**src/secded_pkg.sv**
```systemverilog
// ---------------------------------------------------------------------------
// SECDED (16,11) codec package
// Beat types, operation and status codes, check masks and syndrome map.
// ---------------------------------------------------------------------------
`default_nettype none

package secded_pkg;

  localparam int DataW = 11;
  localparam int WordW = 16;
  localparam int ChkW  = 4;

  localparam logic OP_ENCODE = 1'b0;
  localparam logic OP_DECODE = 1'b1;

  localparam logic [1:0] STATUS_CLEAN     = 2'd0;
  localparam logic [1:0] STATUS_CORRECTED = 2'd1;
  localparam logic [1:0] STATUS_FAILED    = 2'd2;

  typedef struct packed {
    logic             req_type;
    logic [WordW-1:0] in_word;
  } req_t;

  typedef struct packed {
    logic [WordW-1:0] out_word;
    logic [1:0]       status;
  } rsp_t;

  localparam logic [DataW-1:0] ENC_MASK [ChkW] = '{
    11'b10101011011,
    11'b11001101101,
    11'b11110001110,
    11'b11111110000
  };

  localparam logic [WordW-1:0] DEC_MASK [ChkW] = '{
    16'b1010101101100001,
    16'b1100110110100010,
    16'b1111000111000100,
    16'b1111111000001000
  };

  // Codeword bit in error for each Hamming syndrome when overall parity is odd.
  function automatic logic [3:0] err_pos(input logic [3:0] syn);
    logic [3:0] pos;
    case (syn)
      4'd0:    pos = 4'd4;
      4'd1:    pos = 4'd0;
      4'd2:    pos = 4'd1;
      4'd3:    pos = 4'd5;
      4'd4:    pos = 4'd2;
      4'd5:    pos = 4'd6;
      4'd6:    pos = 4'd7;
      4'd7:    pos = 4'd8;
      4'd8:    pos = 4'd3;
      4'd9:    pos = 4'd9;
      4'd10:   pos = 4'd10;
      4'd11:   pos = 4'd11;
      4'd12:   pos = 4'd12;
      4'd13:   pos = 4'd13;
      4'd14:   pos = 4'd14;
      4'd15:   pos = 4'd15;
      default: pos = 4'd4;
    endcase
    return pos;
  endfunction

endpackage

`default_nettype wire

```
**src/secded_16_11_codec.sv**
```systemverilog
// ---------------------------------------------------------------------------
// SECDED (16,11) codec
// Extended Hamming encoder and single-error-correcting decoder.
// ---------------------------------------------------------------------------
// Usage:
//   Request beats arrive on req / req_valid / req_stall. req_type selects
//   encode (11 data bits in in_word[10:0]) or decode (16-bit codeword).
//   Response beats leave on rsp / rsp_valid / rsp_stall, one per request,
//   in order. Decode returns data in out_word[10:0] and a status of clean,
//   corrected or uncorrectable; encode returns the codeword with status clean.
//   From request accept to response valid, a beat passes an input
//   register, one level of XOR trees and syndrome correction, then the
//   response register. Throughput is one beat per cycle unless the receiver stalls.
//   When the receiver stalls, the response register holds its beat and the
//   input register fills; req_stall rises once both hold a beat, so no beat
//   is lost. Synchronous reset empties both stages; no response is valid in
//   the cycle after reset.
// ---------------------------------------------------------------------------
`default_nettype none

module secded_16_11_codec (
  input  wire logic             clk,
  input  wire logic             rst,
  input  wire logic             req_valid,
  output logic                  req_stall,
  input  wire secded_pkg::req_t req,
  output logic                  rsp_valid,
  input  wire logic             rsp_stall,
  output secded_pkg::rsp_t      rsp
);

  logic             s1_valid;
  secded_pkg::req_t s1;
  logic             adv_out;
  logic             adv_in;
  secded_pkg::rsp_t rsp_next;

  logic [secded_pkg::DataW-1:0] data;
  logic [secded_pkg::ChkW-1:0]  chk;
  logic [secded_pkg::WordW-1:0] codeword;
  logic [secded_pkg::ChkW-1:0]  syn;
  logic                         overall;
  logic [secded_pkg::WordW-1:0] fixed;

  assign adv_out   = !rsp_valid || !rsp_stall;
  assign adv_in    = !s1_valid || adv_out;
  assign req_stall = !adv_in;

  always_comb begin
    data = s1.in_word[secded_pkg::DataW-1:0];
    for (int i = 0; i < secded_pkg::ChkW; i++) begin
      chk[i] = ^(data & secded_pkg::ENC_MASK[i]);
      syn[i] = ^(s1.in_word & secded_pkg::DEC_MASK[i]);
    end
    codeword = {data, ^{data, chk}, chk};
    overall  = ^s1.in_word;
    fixed    = s1.in_word;
    rsp_next = '0;
    if (s1.req_type == secded_pkg::OP_ENCODE) begin
      rsp_next.out_word = codeword;
      rsp_next.status   = secded_pkg::STATUS_CLEAN;
    end else begin
      if (overall) begin
        fixed[secded_pkg::err_pos(syn)] = ~s1.in_word[secded_pkg::err_pos(syn)];
        rsp_next.status = secded_pkg::STATUS_CORRECTED;
      end else if (syn != '0) begin
        rsp_next.status = secded_pkg::STATUS_FAILED;
      end else begin
        rsp_next.status = secded_pkg::STATUS_CLEAN;
      end
      rsp_next.out_word = {{(secded_pkg::WordW-secded_pkg::DataW){1'b0}},
                           fixed[secded_pkg::WordW-1:secded_pkg::WordW-secded_pkg::DataW]};
    end
  end

  always_ff @(posedge clk) begin
    if (rst) begin
      s1_valid  <= 1'b0;
      rsp_valid <= 1'b0;
    end else begin
      if (adv_in) begin
        s1_valid <= req_valid;
      end
      if (adv_out) begin
        rsp_valid <= s1_valid;
      end
    end
    if (adv_in && req_valid) begin
      s1 <= req;
    end
    if (adv_out && s1_valid) begin
      rsp <= rsp_next;
    end
  end

endmodule

`default_nettype wire

```
**config.mk**
```make
export PLATFORM = sky130hd
export DESIGN_NAME = secded_16_11_codec
export DESIGN_NICKNAME = d
export VERILOG_FILES = /design/src/secded_pkg.sv /design/src/secded_16_11_codec.sv
export SDC_FILE = /design/constraint.sdc
export NUM_CORES = 1
export LEC_CHECK = 0
export ABC_AREA = 1
export BUFFER_PORTS_ARGS = -buffer_cell sky130_fd_sc_hd__buf_2
export CORE_MARGIN = 10
export CORE_UTILIZATION = 35
export CTS_CLUSTER_SIZE = 8
export DETAILED_ROUTE_END_ITERATION = 16
export SYNTH_ARGS = -nofsm -noshare
export SYNTH_HDL_FRONTEND = slang
export SYNTH_SLANG_ARGS = --single-unit
```
**constraint.sdc**
```tcl
create_clock -name clk -period 3.6 [get_ports clk]
set_input_delay 0.72 -clock clk [delete_from_list [all_inputs] [get_ports clk]]
set_output_delay 0.72 -clock clk [all_outputs]
set_load 0.05 [all_outputs]
```
; Word level (Yosys, flattened, before mapping)
; Memories as Yosys holds them, arrays and structs flattened.
; Index checks and enable logic that the tools add are counted.
[totals]
word_cells = 49
input_bits = 21
out_inout_bits = 20
regBits = 37
mem_bits_ro = 128
n_memories = 2
[memory_table]
columns = memory, depth, word_bits, read_ports, rd_ports_with_merged_regs, write_ports, line
row1 = (name not given), 16, 4, 1, 0, 0, secded_pkg.sv:47  ; case (syn)
row2 = (name not given), 16, 4, 1, 0, 0, secded_pkg.sv:47
[op_classes]
n_mux = 13
magnitude_cmp = 3
bitwise = 2
reduce_logical = 21
[op_table]
columns = operator, count
row1 = 16-bit XOR reduction, 5
row2 = 11-bit XOR reduction, 4
row3 = 16-bit bitwise mux, 1
row4 = 16-bit two-way mux, 1
row5 = 4-bit two-way mux, 4
row6 = 15-bit XOR reduction, 1
row7 = 13-bit two-way mux, 1
row8 = "4-bit by 5-bit < comparator with 1-bit output, second input constant", 2
row9 = 1-bit binary-select mux with 4-bit select, 1
row10 = 1-bit demux with 4-bit select, 1
row11 = "4-bit by 1-bit greater-or-equal comparator with 1-bit output, second input constant", 1
row12 = 1-bit logical NOT, 4
row13 = 2-bit two-way mux, 2
row14 = 4-bit nonzero test, 1
row15 = 1-bit logical AND, 3
row16 = 1-bit logical OR, 2
row17 = 1-bit two-way mux, 2
row18 = 1-bit NOT, 2
row19 = 2-bit OR reduction, 1

; Longest topological paths before layout
; Gate-level depths: netlist of run 1.
; An unclocked memory read counts as a cell.
[depth]
word_depth = 11
mapped_depth = 25

; Worst setup path after synthesis of run 1
; OpenSTA, ideal clock, no wires.
[synth_path]
path_type = register -> register
startpoint = register s1, in the netlist codeword[15]
endpoint = register rsp[10] (netlist name) (data pin)
arrival_time_ps = 2394
path_buffers = 0
setup_slack_ps = 950
path_stages_with_launch = 26
period_less_slack_ps = 2650
path_cell_list = edfxtp_1 inv_1 nand2_1 nand2_1 nand2_1 nand2_1 nand2_1 nand2_1 nand2_1 nand2_1 inv_1 ha_1 nand3_1 nand2_1 inv_1 nand2_1 nand2_2 nand2_1 nand3_1 nand2_1 nand2_1 nand2_1 inv_2 nand2_2 o21ai_1 nand2_1
[synth_lines]
columns = item, line
row1 = from (decl), secded_16_11_codec.sv:33  ; secded_pkg::req_t s1;
row2 = from (signal assigned), secded_16_11_codec.sv:89  ; s1 <= req;
row3 = to (signal assigned), secded_16_11_codec.sv:92  ; rsp <= rsp_next;
row4 = to (decl), secded_16_11_codec.sv:29  ; output secded_pkg::rsp_t rsp

==> results of run 1 <==
## state kept, by name, summed over array words and instances (netlist names)
name	flops
codeword	11
rsp_valid	1
s1_valid	1
s1	6
rsp	18
## worst reg2reg max path, cell delays in order, from the launching register on
cell      delay, ps
edfxtp_1        490
inv_1           220
nand2_1         100
nand2_1         110
nand2_1          90
nand2_1          70
nand2_1          60
nand2_1          60
nand2_1          70
nand2_1         130
inv_1           110
ha_1            220
nand3_1          80
nand2_1          50
inv_1            50
nand2_1         120
nand2_2         170
nand2_1          80
nand3_1          70
nand2_1          60
nand2_1          50
nand2_1          60
inv_2            60
nand2_2         130
o21ai_1         170
nand2_1          70
## metrics by stage
stage / total power [W] / cell area (sq um) / setup slack (ps)
2_1_floorplan: 0.00102 / 2620 / 950
3_3_place_gp: 0.00114 / 2930 / 507
3_5_place_dp: 0.00115 / 2930 / 449
4_1_cts: 0.00159 / 3070 / 429
5_1_grt: 0.00170 / 3070 / 8.35
6_report: 0.00159 / 3070 / 408
## cells in the mapped netlist (2+ instances only)
cell        n
xnor2_1     8
clkbuf_1    2
nor2_1     17
xor2_1     13
ha_1        6
dfxtp_1     2
a21oi_1    17
nand2_1   136
buf_2       2
inv_1      39
nand2_2     7
inv_2       7
xor2_2      4
nand3_1    36
edfxtp_1   35
o21ai_1    11
## layout make-up
type / count / area (sq um) / area share, %
clock buffers: 5 / 68.8 / 2.24
clock inverters: 3 / 68.8 / 2.24
inverters: 46 / 173 / 5.63
multi-input cells: 263 / 1330 / 43.5
flip-flops and latches: 37 / 1090 / 35.6
well taps: 99 / 124 / 4.04
repair buffers: 41 / 208 / 6.77
## worst paths after layout
| check | start | endpoint | slack [ps] | depth (start not counted) |
|---|---|---|---|---|
| worst max-delay path | codeword[15]$_DFFE_PP_ | rsp[6]$_DFFE_PP_ | 410 | 25 |
| worst min-delay path | s1_valid$_SDFFE_PP0N_ | rsp_valid$_SDFFE_PP0P_ | 480 | 2 |
| worst max register to register | codeword[15]$_DFFE_PP_ | rsp[6]$_DFFE_PP_ | 410 | 25 |
| worst min register to register | s1_valid$_SDFFE_PP0N_ | rsp_valid$_SDFFE_PP0P_ | 480 | 2 |
## cell families (layout without fill, tap and decap cells)
kind of cell	Yosys count	after routing
and+or+nand+nor	200	200
buffers and inverters	51	95
DFF	37	37
AOI/OAI and AO/OA	32	32
xor gates and xnor gates	25	25
adders and majority gates	6	6
## repair_timing
action                                  CTS  global route
resized for setup                         0             1
setup buffers                             0             0
endpoints found under the hold margin     0             0
endpoints found under the setup margin    0             1
## power by group through the flow
| stage | combinational (W) | sequential (W) | clock (W) |
|---|---|---|---|
| 2_1_floorplan | 0.000429 | 0.000595 | 0 |
| 3_3_place_gp | 0.000595 | 0.000547 | 0 |
| 3_5_place_dp | 0.000601 | 0.000547 | 0 |
| 4_1_cts | 0.000604 | 0.000537 | 0.000453 |
| 5_1_grt | 0.000682 | 0.000540 | 0.000474 |
| 6_report | 0.000605 | 0.000536 | 0.000446 |
## routing by layer
metal / vias to the layer above / global-route usage (%) / wire length (um)
met1: 1008 / 14.2 / 2850
met2: 74 / 18.0 / 2780
met5: - / 0 / 0
met3: 10 / 3.26 / 466
li1: 1197 / - / -
met4: 0 / 3.00 / 102
==> impl_metrics.toml, run 1 <==
[cells_and_area]
final_cell_mix = "nand2_1, buf_2, inv_1, nand3_1, edfxtp_1"
antennaDiodeCount = 0
final_nets = 421
fillers = 718
final_util_pct = 42.3
drive_above_1_share_pct = 18.5
post_layout_nonfiller_instances = 494
final_common_cell = "nand2_1"
area_growth_pct = 17.0

[synth]
synth_adder_area_share_pct = 2.87
synth_cells = 351
synth-xor-area-share_pct = 9.50
synth_top_cell_area_share_pct = 40.1
synth_flop_cell = "edfxtp_1"
synthesis.nets = 378
async_reset_ff_share_pct = 0
synth_compound_area_share_pct = 6.54
synth_top_area_cell = "edfxtp_1"
synth.yosys.seq_area_share_pct = 41.6
synth.area.top_cells = "edfxtp_1, nand2_1, nand3_1, inv_1, xor2_1"
muxShareOfSynthArea_pct = 0
synth_warnings = 0
syn_area_per_cell_sq_um = 7.46
ys_seq_elements = 37
synthesis.area_sq_um = 2620
synth_edf_count = 35
yosys.area_share.simple_pct = 32.0
ys_types = 25
synth_top_family_by_area = "simple AND/OR/NAND/NOR gates"

[cts]
cts_buffer_depth = 2
htree_levels = 2
clk_pin_slew_ps = 80
ctsHoldBuffers = 0
clk_latency_ps = 300
root_buffer = "clkbuf_8"
numCtsBuffers = 5
cts_num_sinks = 37
cts_tree = "yes"

[timing]
skew_ps = 12.6
fmax_mhz = 313
min_period_over_period_pct = 88.7
tightest_slew_ps = 616
final-setup-viol-count = 0
tns_ps = 0
hold_violations = 0
period_minus_slack_ps = 3190
drv_slew = 0
rsz0062_at_grt = "no"
slew_headroom_pct = 58.9
whs_ps = 475

[global_routing]
grt_antenna_before_repair = 0
grt_pass1_vias = 2156
gr-usage-all-layers_pct = 11.2
grt_overflow = 0
grt_max_degree = 22
grt_pass1_wl_um = 10400

[power_and_ir_drop]
power_density_nw_per_um2 = 518
vdd_ir_drop_max_uv = 194
swShare_pct = 38.6
power_frac_seq_pct = 33.8
p_leak_nw = 1.48
p_int_w = 0.000975
clkPwrFrac_pct = 28.1
switchingPower_w = 0.000612
power_frac_comb_pct = 38.1

[drt]
vias = 2289
postRouteAntennaNets = 0
wirelength_um = 6200
via_per_inst = 4.63
route.detailed.drc = 0
first_pass_iters = 4
drt-initial-drc-count = 138
wl_per_cell_um = 12.6

[worst_setup_path]
critPathRequiredTime_ps = 3660
crit_buf_inv = 4
start_kind = "flip-flop"
crit_top_cell = "nand2_1"
worst_path_max_delay_cell = "edfxtp_1"
path_max_fanout = 10
max_stage_delay_ps = 490
critPathKind = "reg -> reg"
path_delay_family = "simple AND/OR/NAND/NOR gates"
arrival_ps = 3250
worst_setup_path_end_kind = "flip-flop"

[floorplan]
placementRows = 31
die-area_sq_um = 11300
start_util_pct = 36.1
ios = 41
die_x_um = 107
die_y_um = 107
core_region_area_sq_um = 7250

[placed_design]
hpwlAfterDp_um = 5070
port_buffers = 40
dpl.cell_count = 486
gp_congestion = 0.922

[flow_run]
cap_viol_max_count = 0

[worst_hold_path]
hp-class = "reg -> reg"

[outcome]
status = "complete, no violations"
Note: power is estimated with default switching activity, not from simulation.
==> inputs of run 2 (changes only) <==
--- a/config.mk
+++ b/config.mk
@@ -11,6 +11,7 @@
 export CORE_UTILIZATION = 35
 export CTS_CLUSTER_SIZE = 8
 export DETAILED_ROUTE_END_ITERATION = 16
+export MAX_ROUTING_LAYER = met4
 export SYNTH_ARGS = -nofsm -noshare
 export SYNTH_HDL_FRONTEND = slang
 export SYNTH_SLANG_ARGS = --single-unit
==> run 2 against run 1 <==
  * Largest power group unchanged
  * Clock-buffer cell count grew 1
  * Clock power shrank 31%
  * Global-route usage up 0.34 points
  * Clock skew is 3.7 ps lower
  * Sequential share of layout area up 0.49 points
  * Utilization is 0.57 points lower
  * Combinational power is 0.7% lower
  * Register-to-register slack better by 30 ps
  * Sequential cell count unchanged
  * Routed wire length increased by 0.89%
  * Non-clock buffer count did not move
==> impl_metrics.toml, run 2 (synthesized netlist as in run 1, its figures left out) <==
[outcome]
status = "complete, no violations"

[cells_and_area]
fillers = 745
drive_above_1_share_pct = 18.2
final_util_pct = 41.7
antennaDiodeCount = 0
area_growth_pct = 15.5
regArea_sq_um = 1090
final_common_cell = "nand2_1"
top_register = "rsp"
final_nets = 421
final_cell_mix = "nand2_1, buf_2, inv_1, nand3_1, edfxtp_1"
largest_register_ff_count = 18
multi_input_area_sq_um = 1330

[global_routing]
gr-usage-all-layers_pct = 11.5
grt_overflow = 0
grt_pass1_vias = 2229
grt_max_degree = 22
grt_antenna_before_repair = 0
grt_pass1_wl_um = 10500

[worst_setup_path]
crit_top_cell = "nand2_1"
crit-reg2reg-launch = "s1[11]$_DFFE_PP_"
crit_buf_inv = 4
r2r_slack_ps = 440
critPathKind = "reg -> reg"
arrival_ps = 3220
path_delay_family = "simple AND/OR/NAND/NOR gates"
critPathRequiredTime_ps = 3650
max_stage_delay_ps = 480
path_max_fanout = 10
worst_path_max_delay_cell = "edfxtp_1"
startpoint = "s1[11]$_DFFE_PP_"
start_kind = "flip-flop"
worst_setup_path_end_kind = "flip-flop"

[worst_hold_path]
holdCritStartpoint = "s1_valid$_SDFFE_PP0N_"
hp-class = "reg -> reg"

[timing]
whs_ps = 476
final.setup.worst_slack_ps = 438
min_period_over_period_pct = 87.8
hold_violations = 0
skew_ps = 8.94
tightest_slew_ps = 631
final-setup-viol-count = 0
period_minus_slack_ps = 3160
rsz0062_at_grt = "no"
tns_ps = 0
fmax_mhz = 316
drv_slew = 0
slew_headroom_pct = 57.9

[drt]
drt-initial-drc-count = 174
vias = 2303
postRouteAntennaNets = 0
wirelength_um = 6260
first_pass_iters = 5
route.detailed.drc = 0
via_per_inst = 4.66
wl_per_cell_um = 12.7

[power_and_ir_drop]
power_density_nw_per_um2 = 477
vdd_ir_drop_max_uv = 181
power.total_w = 0.00144
p_leak_nw = 1.47

[placed_design]
post-place-ws_ps = 467
hpwlAfterDp_um = 5080
gp_congestion = 0.928
port_buffers = 40

[floorplan]
placementRows = 31
die_x_um = 107
ios = 41
start_util_pct = 36.1
core_region_area_sq_um = 7250
die_y_um = 107
die-area_sq_um = 11300

[cts]
numCtsBuffers = 5
clk_latency_ps = 300
post_cts_buffers = 0
cts_resized = 0
cts_buffer_depth = 2
cts_tree = "yes"
root_buffer = "clkbuf_8"
ctsHoldBuffers = 0
clk_pin_slew_ps = 80
htree_levels = 2
cts_num_sinks = 37

[flow_run]
cap_viol_max_count = 0
[run 2: cell count changes in the layout (fill, tap and decap cells not counted)]
cell / delta
inv_6: -1
clkinv_2: +1
bufinv_16: -2
clkbuf_8: +1
clkinv_4: +1
inv_1: +1
inv_2: -1
[run 2: final timing paths]
| kind | cells after the start | end |
|---|---|---|
| setup / recovery | 25 | rsp[5]$_DFFE_PP_ |
| hold / removal | 2 | rsp_valid$_SDFFE_PP0P_ |
| setup reg to reg | 25 | rsp[5]$_DFFE_PP_ |
| hold reg to reg | 2 | rsp_valid$_SDFFE_PP0P_ |
[run 2: final cells by class]
class	instances	share of cell area (%)
multi-input combinational	263	44.1
sequential	37	36.1
timing repair buffer	41	6.87
inverter	46	5.71
tap	99	4.09
clock buffer	6	2.73
clock inverter	2	0.455
[run 2: through the flow]
stage	area, sq um	cells
after floorplan	2620	351
after global placement	2930	486
after detailed placement	2930	486
after CTS	3030	494
after global routing	3030	494
final	3030	494
[run 2: power breakdown]
| group | internal, W | switching, W | total, W |
|---|---|---|---|
| logic | 0.000183 | 0.000417 | 0.000601 |
| registers | 0.000513 | 0.0000245 | 0.000537 |
| clock network | 0.000155 | 0.000152 | 0.000307 |
| total | 0.000851 | 0.000594 | 0.00144 |
[run 2: worst reg2reg max path, delay by kind of cell (launching register included)]
family / cells / cell delay [ps]
fa+ha+maj: 1 / 230
buf+inv: 4 / 450
compound gates: 1 / 170
flops: 1 / 480
simple gates: 19 / 1590
[run 2: metal layers]
metal | track usage (%) | part of all wire [%] | vias up
li1 | - | - | 1204
met1 | 14.2 | 47 | 1022
met2 | 18.6 | 45 | 69
met3 | 2.96 | 7.3 | 8
met4 | 2.51 | 1.2 | 0
met5 | - | 0 | -
==> inputs of run 3 (changes only) <==
--- a/config.mk
+++ b/config.mk
@@ -12,6 +12,7 @@
 export CTS_CLUSTER_SIZE = 8
 export DETAILED_ROUTE_END_ITERATION = 16
 export MAX_ROUTING_LAYER = met4
+export REMOVE_ABC_BUFFERS = 1
 export SYNTH_ARGS = -nofsm -noshare
 export SYNTH_HDL_FRONTEND = slang
 export SYNTH_SLANG_ARGS = --single-unit
==> run 3 against run 2 <==
  * Via count is 1.7% lower
  * Global-route usage about the same
  * Fmax up 0.55%
  * Clock power rose by 42%
  * Sequential share of layout area is 0.49 points lower
  * Critical path depth did not move
  * Critical path type unchanged
  * Largest power group unchanged
==> impl_metrics.toml, run 3 (synthesized netlist as in run 1, its figures left out) <==
[timing]
skew_ps = 6.09
tightest_slew_ps = 626
slew_headroom_pct = 58.2
tns_ps = 0
rsz0062_at_grt = "no"
drv_slew = 0
final.setup.worst_slack_ps = 455
min_period_over_period_pct = 87.4
fmax_mhz = 318
period_minus_slack_ps = 3140
hold_violations = 0
final-setup-viol-count = 0

[drt]
via_per_inst = 4.58
top_layer = "met4"
first_pass_iters = 4
route.detailed.drc = 0
drt-initial-drc-count = 134
postRouteAntennaNets = 0
dr_wl_met3_um = 443
wl_per_cell_um = 12.3
met1Wirelength_um = 2730
wl_met2_um = 2780
vias = 2263
wirelength_um = 6070

[power_and_ir_drop]
p_int_w = 0.000975
p_leak_nw = 1.48
power.total_w = 0.00157
power_frac_seq_pct = 34.2
vdd_ir_drop_max_uv = 184
switchingPower_w = 0.000597
clkPwrFrac_pct = 27.7
swShare_pct = 38.0
power_density_nw_per_um2 = 512
power_frac_comb_pct = 38.1

[worst_hold_path]
hp-class = "reg -> reg"

[cts]
root_buffer = "clkbuf_8"
clk_pin_slew_ps = 80
htree_levels = 2
cts_num_sinks = 37
cts_buffer_depth = 2
ctsHoldBuffers = 0
post_cts_buffers = 0
cts_resized = 0
cts_tree = "yes"
numCtsBuffers = 5
clk_latency_ps = 300

[global_routing]
grt_pass1_vias = 2187
grt_overflow = 0
gr-usage-all-layers_pct = 11.5
grt_antenna_before_repair = 0
grt_max_degree = 22
grt_pass1_wl_um = 10300

[worst_setup_path]
worst_setup_path_end_kind = "flip-flop"
critPathCapture = "rsp[4]$_DFFE_PP_"
critPathKind = "reg -> reg"
r2r_slack_ps = 460
critPathRequiredTime_ps = 3660
crit-reg2reg-launch = "s1[11]$_DFFE_PP_"
arrival_ps = 3200
startpoint = "s1[11]$_DFFE_PP_"
start_kind = "flip-flop"
r2r-end = "rsp[4]$_DFFE_PP_"
reg2regPathDepth = 25
path_max_fanout = 10

[flow_run]
cap_viol_max_count = 0

[cells_and_area]
regArea_sq_um = 1090
finalInstanceArea_sq_um = 3070
largest_register_ff_count = 18
fillers = 755
antennaDiodeCount = 0
final_nets = 421
top_register = "rsp"
final_common_cell = "nand2_1"
final_util_pct = 42.3
final_cell_mix = "nand2_1, buf_2, inv_1, nand3_1, edfxtp_1"
area_growth_pct = 17.0
drive_above_1_share_pct = 18.2
multi_input_area_sq_um = 1330

[placed_design]
placed_cell_area_sq_um = 2930
port_buffers = 40
post-place-ws_ps = 434
hpwlAfterDp_um = 5020
gp_congestion = 0.953

[floorplan]
ios = 41
core_region_area_sq_um = 7250
die_x_um = 107
die-area_sq_um = 11300
placementRows = 31
start_util_pct = 36.1
die_y_um = 107

[outcome]
status = "complete, no violations"
## run 3: power by group through the flow
stage	clock network (W)	logic, W	registers (W)
2_1_floorplan	0	0.000424	0.000598
3_3_place_gp	0	0.000596	0.000547
3_5_place_dp	0	0.000599	0.000547
4_1_cts	0.000442	0.000602	0.000537
5_1_grt	0.000463	0.000685	0.000540
6_report	0.000436	0.000599	0.000537
## run 3: per-stage QoR
stage,hold slack (ps),cells
after floorplan,450,346
after global placement,459,486
after detailed placement,479,486
after CTS,491,494
after global routing,501,494
final,489,494
## run 3: cell type report
cell class | instances | area share (%)
clock buffer | 5 | 2.24
clock inverter | 3 | 2.24
inverter | 46 | 5.63
multi-input combinational | 263 | 43.5
sequential | 37 | 35.6
tap | 99 | 4.04
timing repair buffer | 41 | 6.77
## run 3: how the worst min path moves through the flow
| stage | start | endpoint | slack, ps | cells past startpoint |
|---|---|---|---|---|
| after global placement | s1_valid$_SDFFE_PP0N_ | rsp_valid$_SDFFE_PP0P_ | 460 | 2 |
| after floorplan | s1_valid$_SDFFE_PP0N_ | rsp_valid$_SDFFE_PP0P_ | 450 | 2 |
| after global routing | s1_valid$_SDFFE_PP0N_ | rsp_valid$_SDFFE_PP0P_ | 500 | 2 |
| final | s1_valid$_SDFFE_PP0N_ | rsp_valid$_SDFFE_PP0P_ | 490 | 2 |
| after CTS | s1_valid$_SDFFE_PP0N_ | rsp_valid$_SDFFE_PP0P_ | 490 | 2 |
| after detailed placement | s1_valid$_SDFFE_PP0N_ | rsp_valid$_SDFFE_PP0P_ | 480 | 2 |
## run 3: layer usage
layer  global-route usage, %  vias up
met5                       -        -
met4                    3.58        0
met3                    3.08       13
met2                    17.7       71
met1                    14.4      970
li1                        -     1209
## run 3: worst max-delay path, cell delays in order, from the launching register on
cell and delay, ps:
edfxtp_1 480, inv_1 210, nand2_1 100, nand2_1 110, nand2_1 80, nand2_1 60, nand2_1 60, nand2_1 60
nand2_1 60, nand2_1 140, inv_1 120, ha_1 230, nand3_1 80, nand2_1 50, inv_1 50, nand2_1 120
nand2_2 160, nand2_1 60, nand3_1 70, nand2_1 60, nand2_1 50, nand2_1 60, inv_2 60, nand2_2 120
o21ai_1 170, nand2_1 60
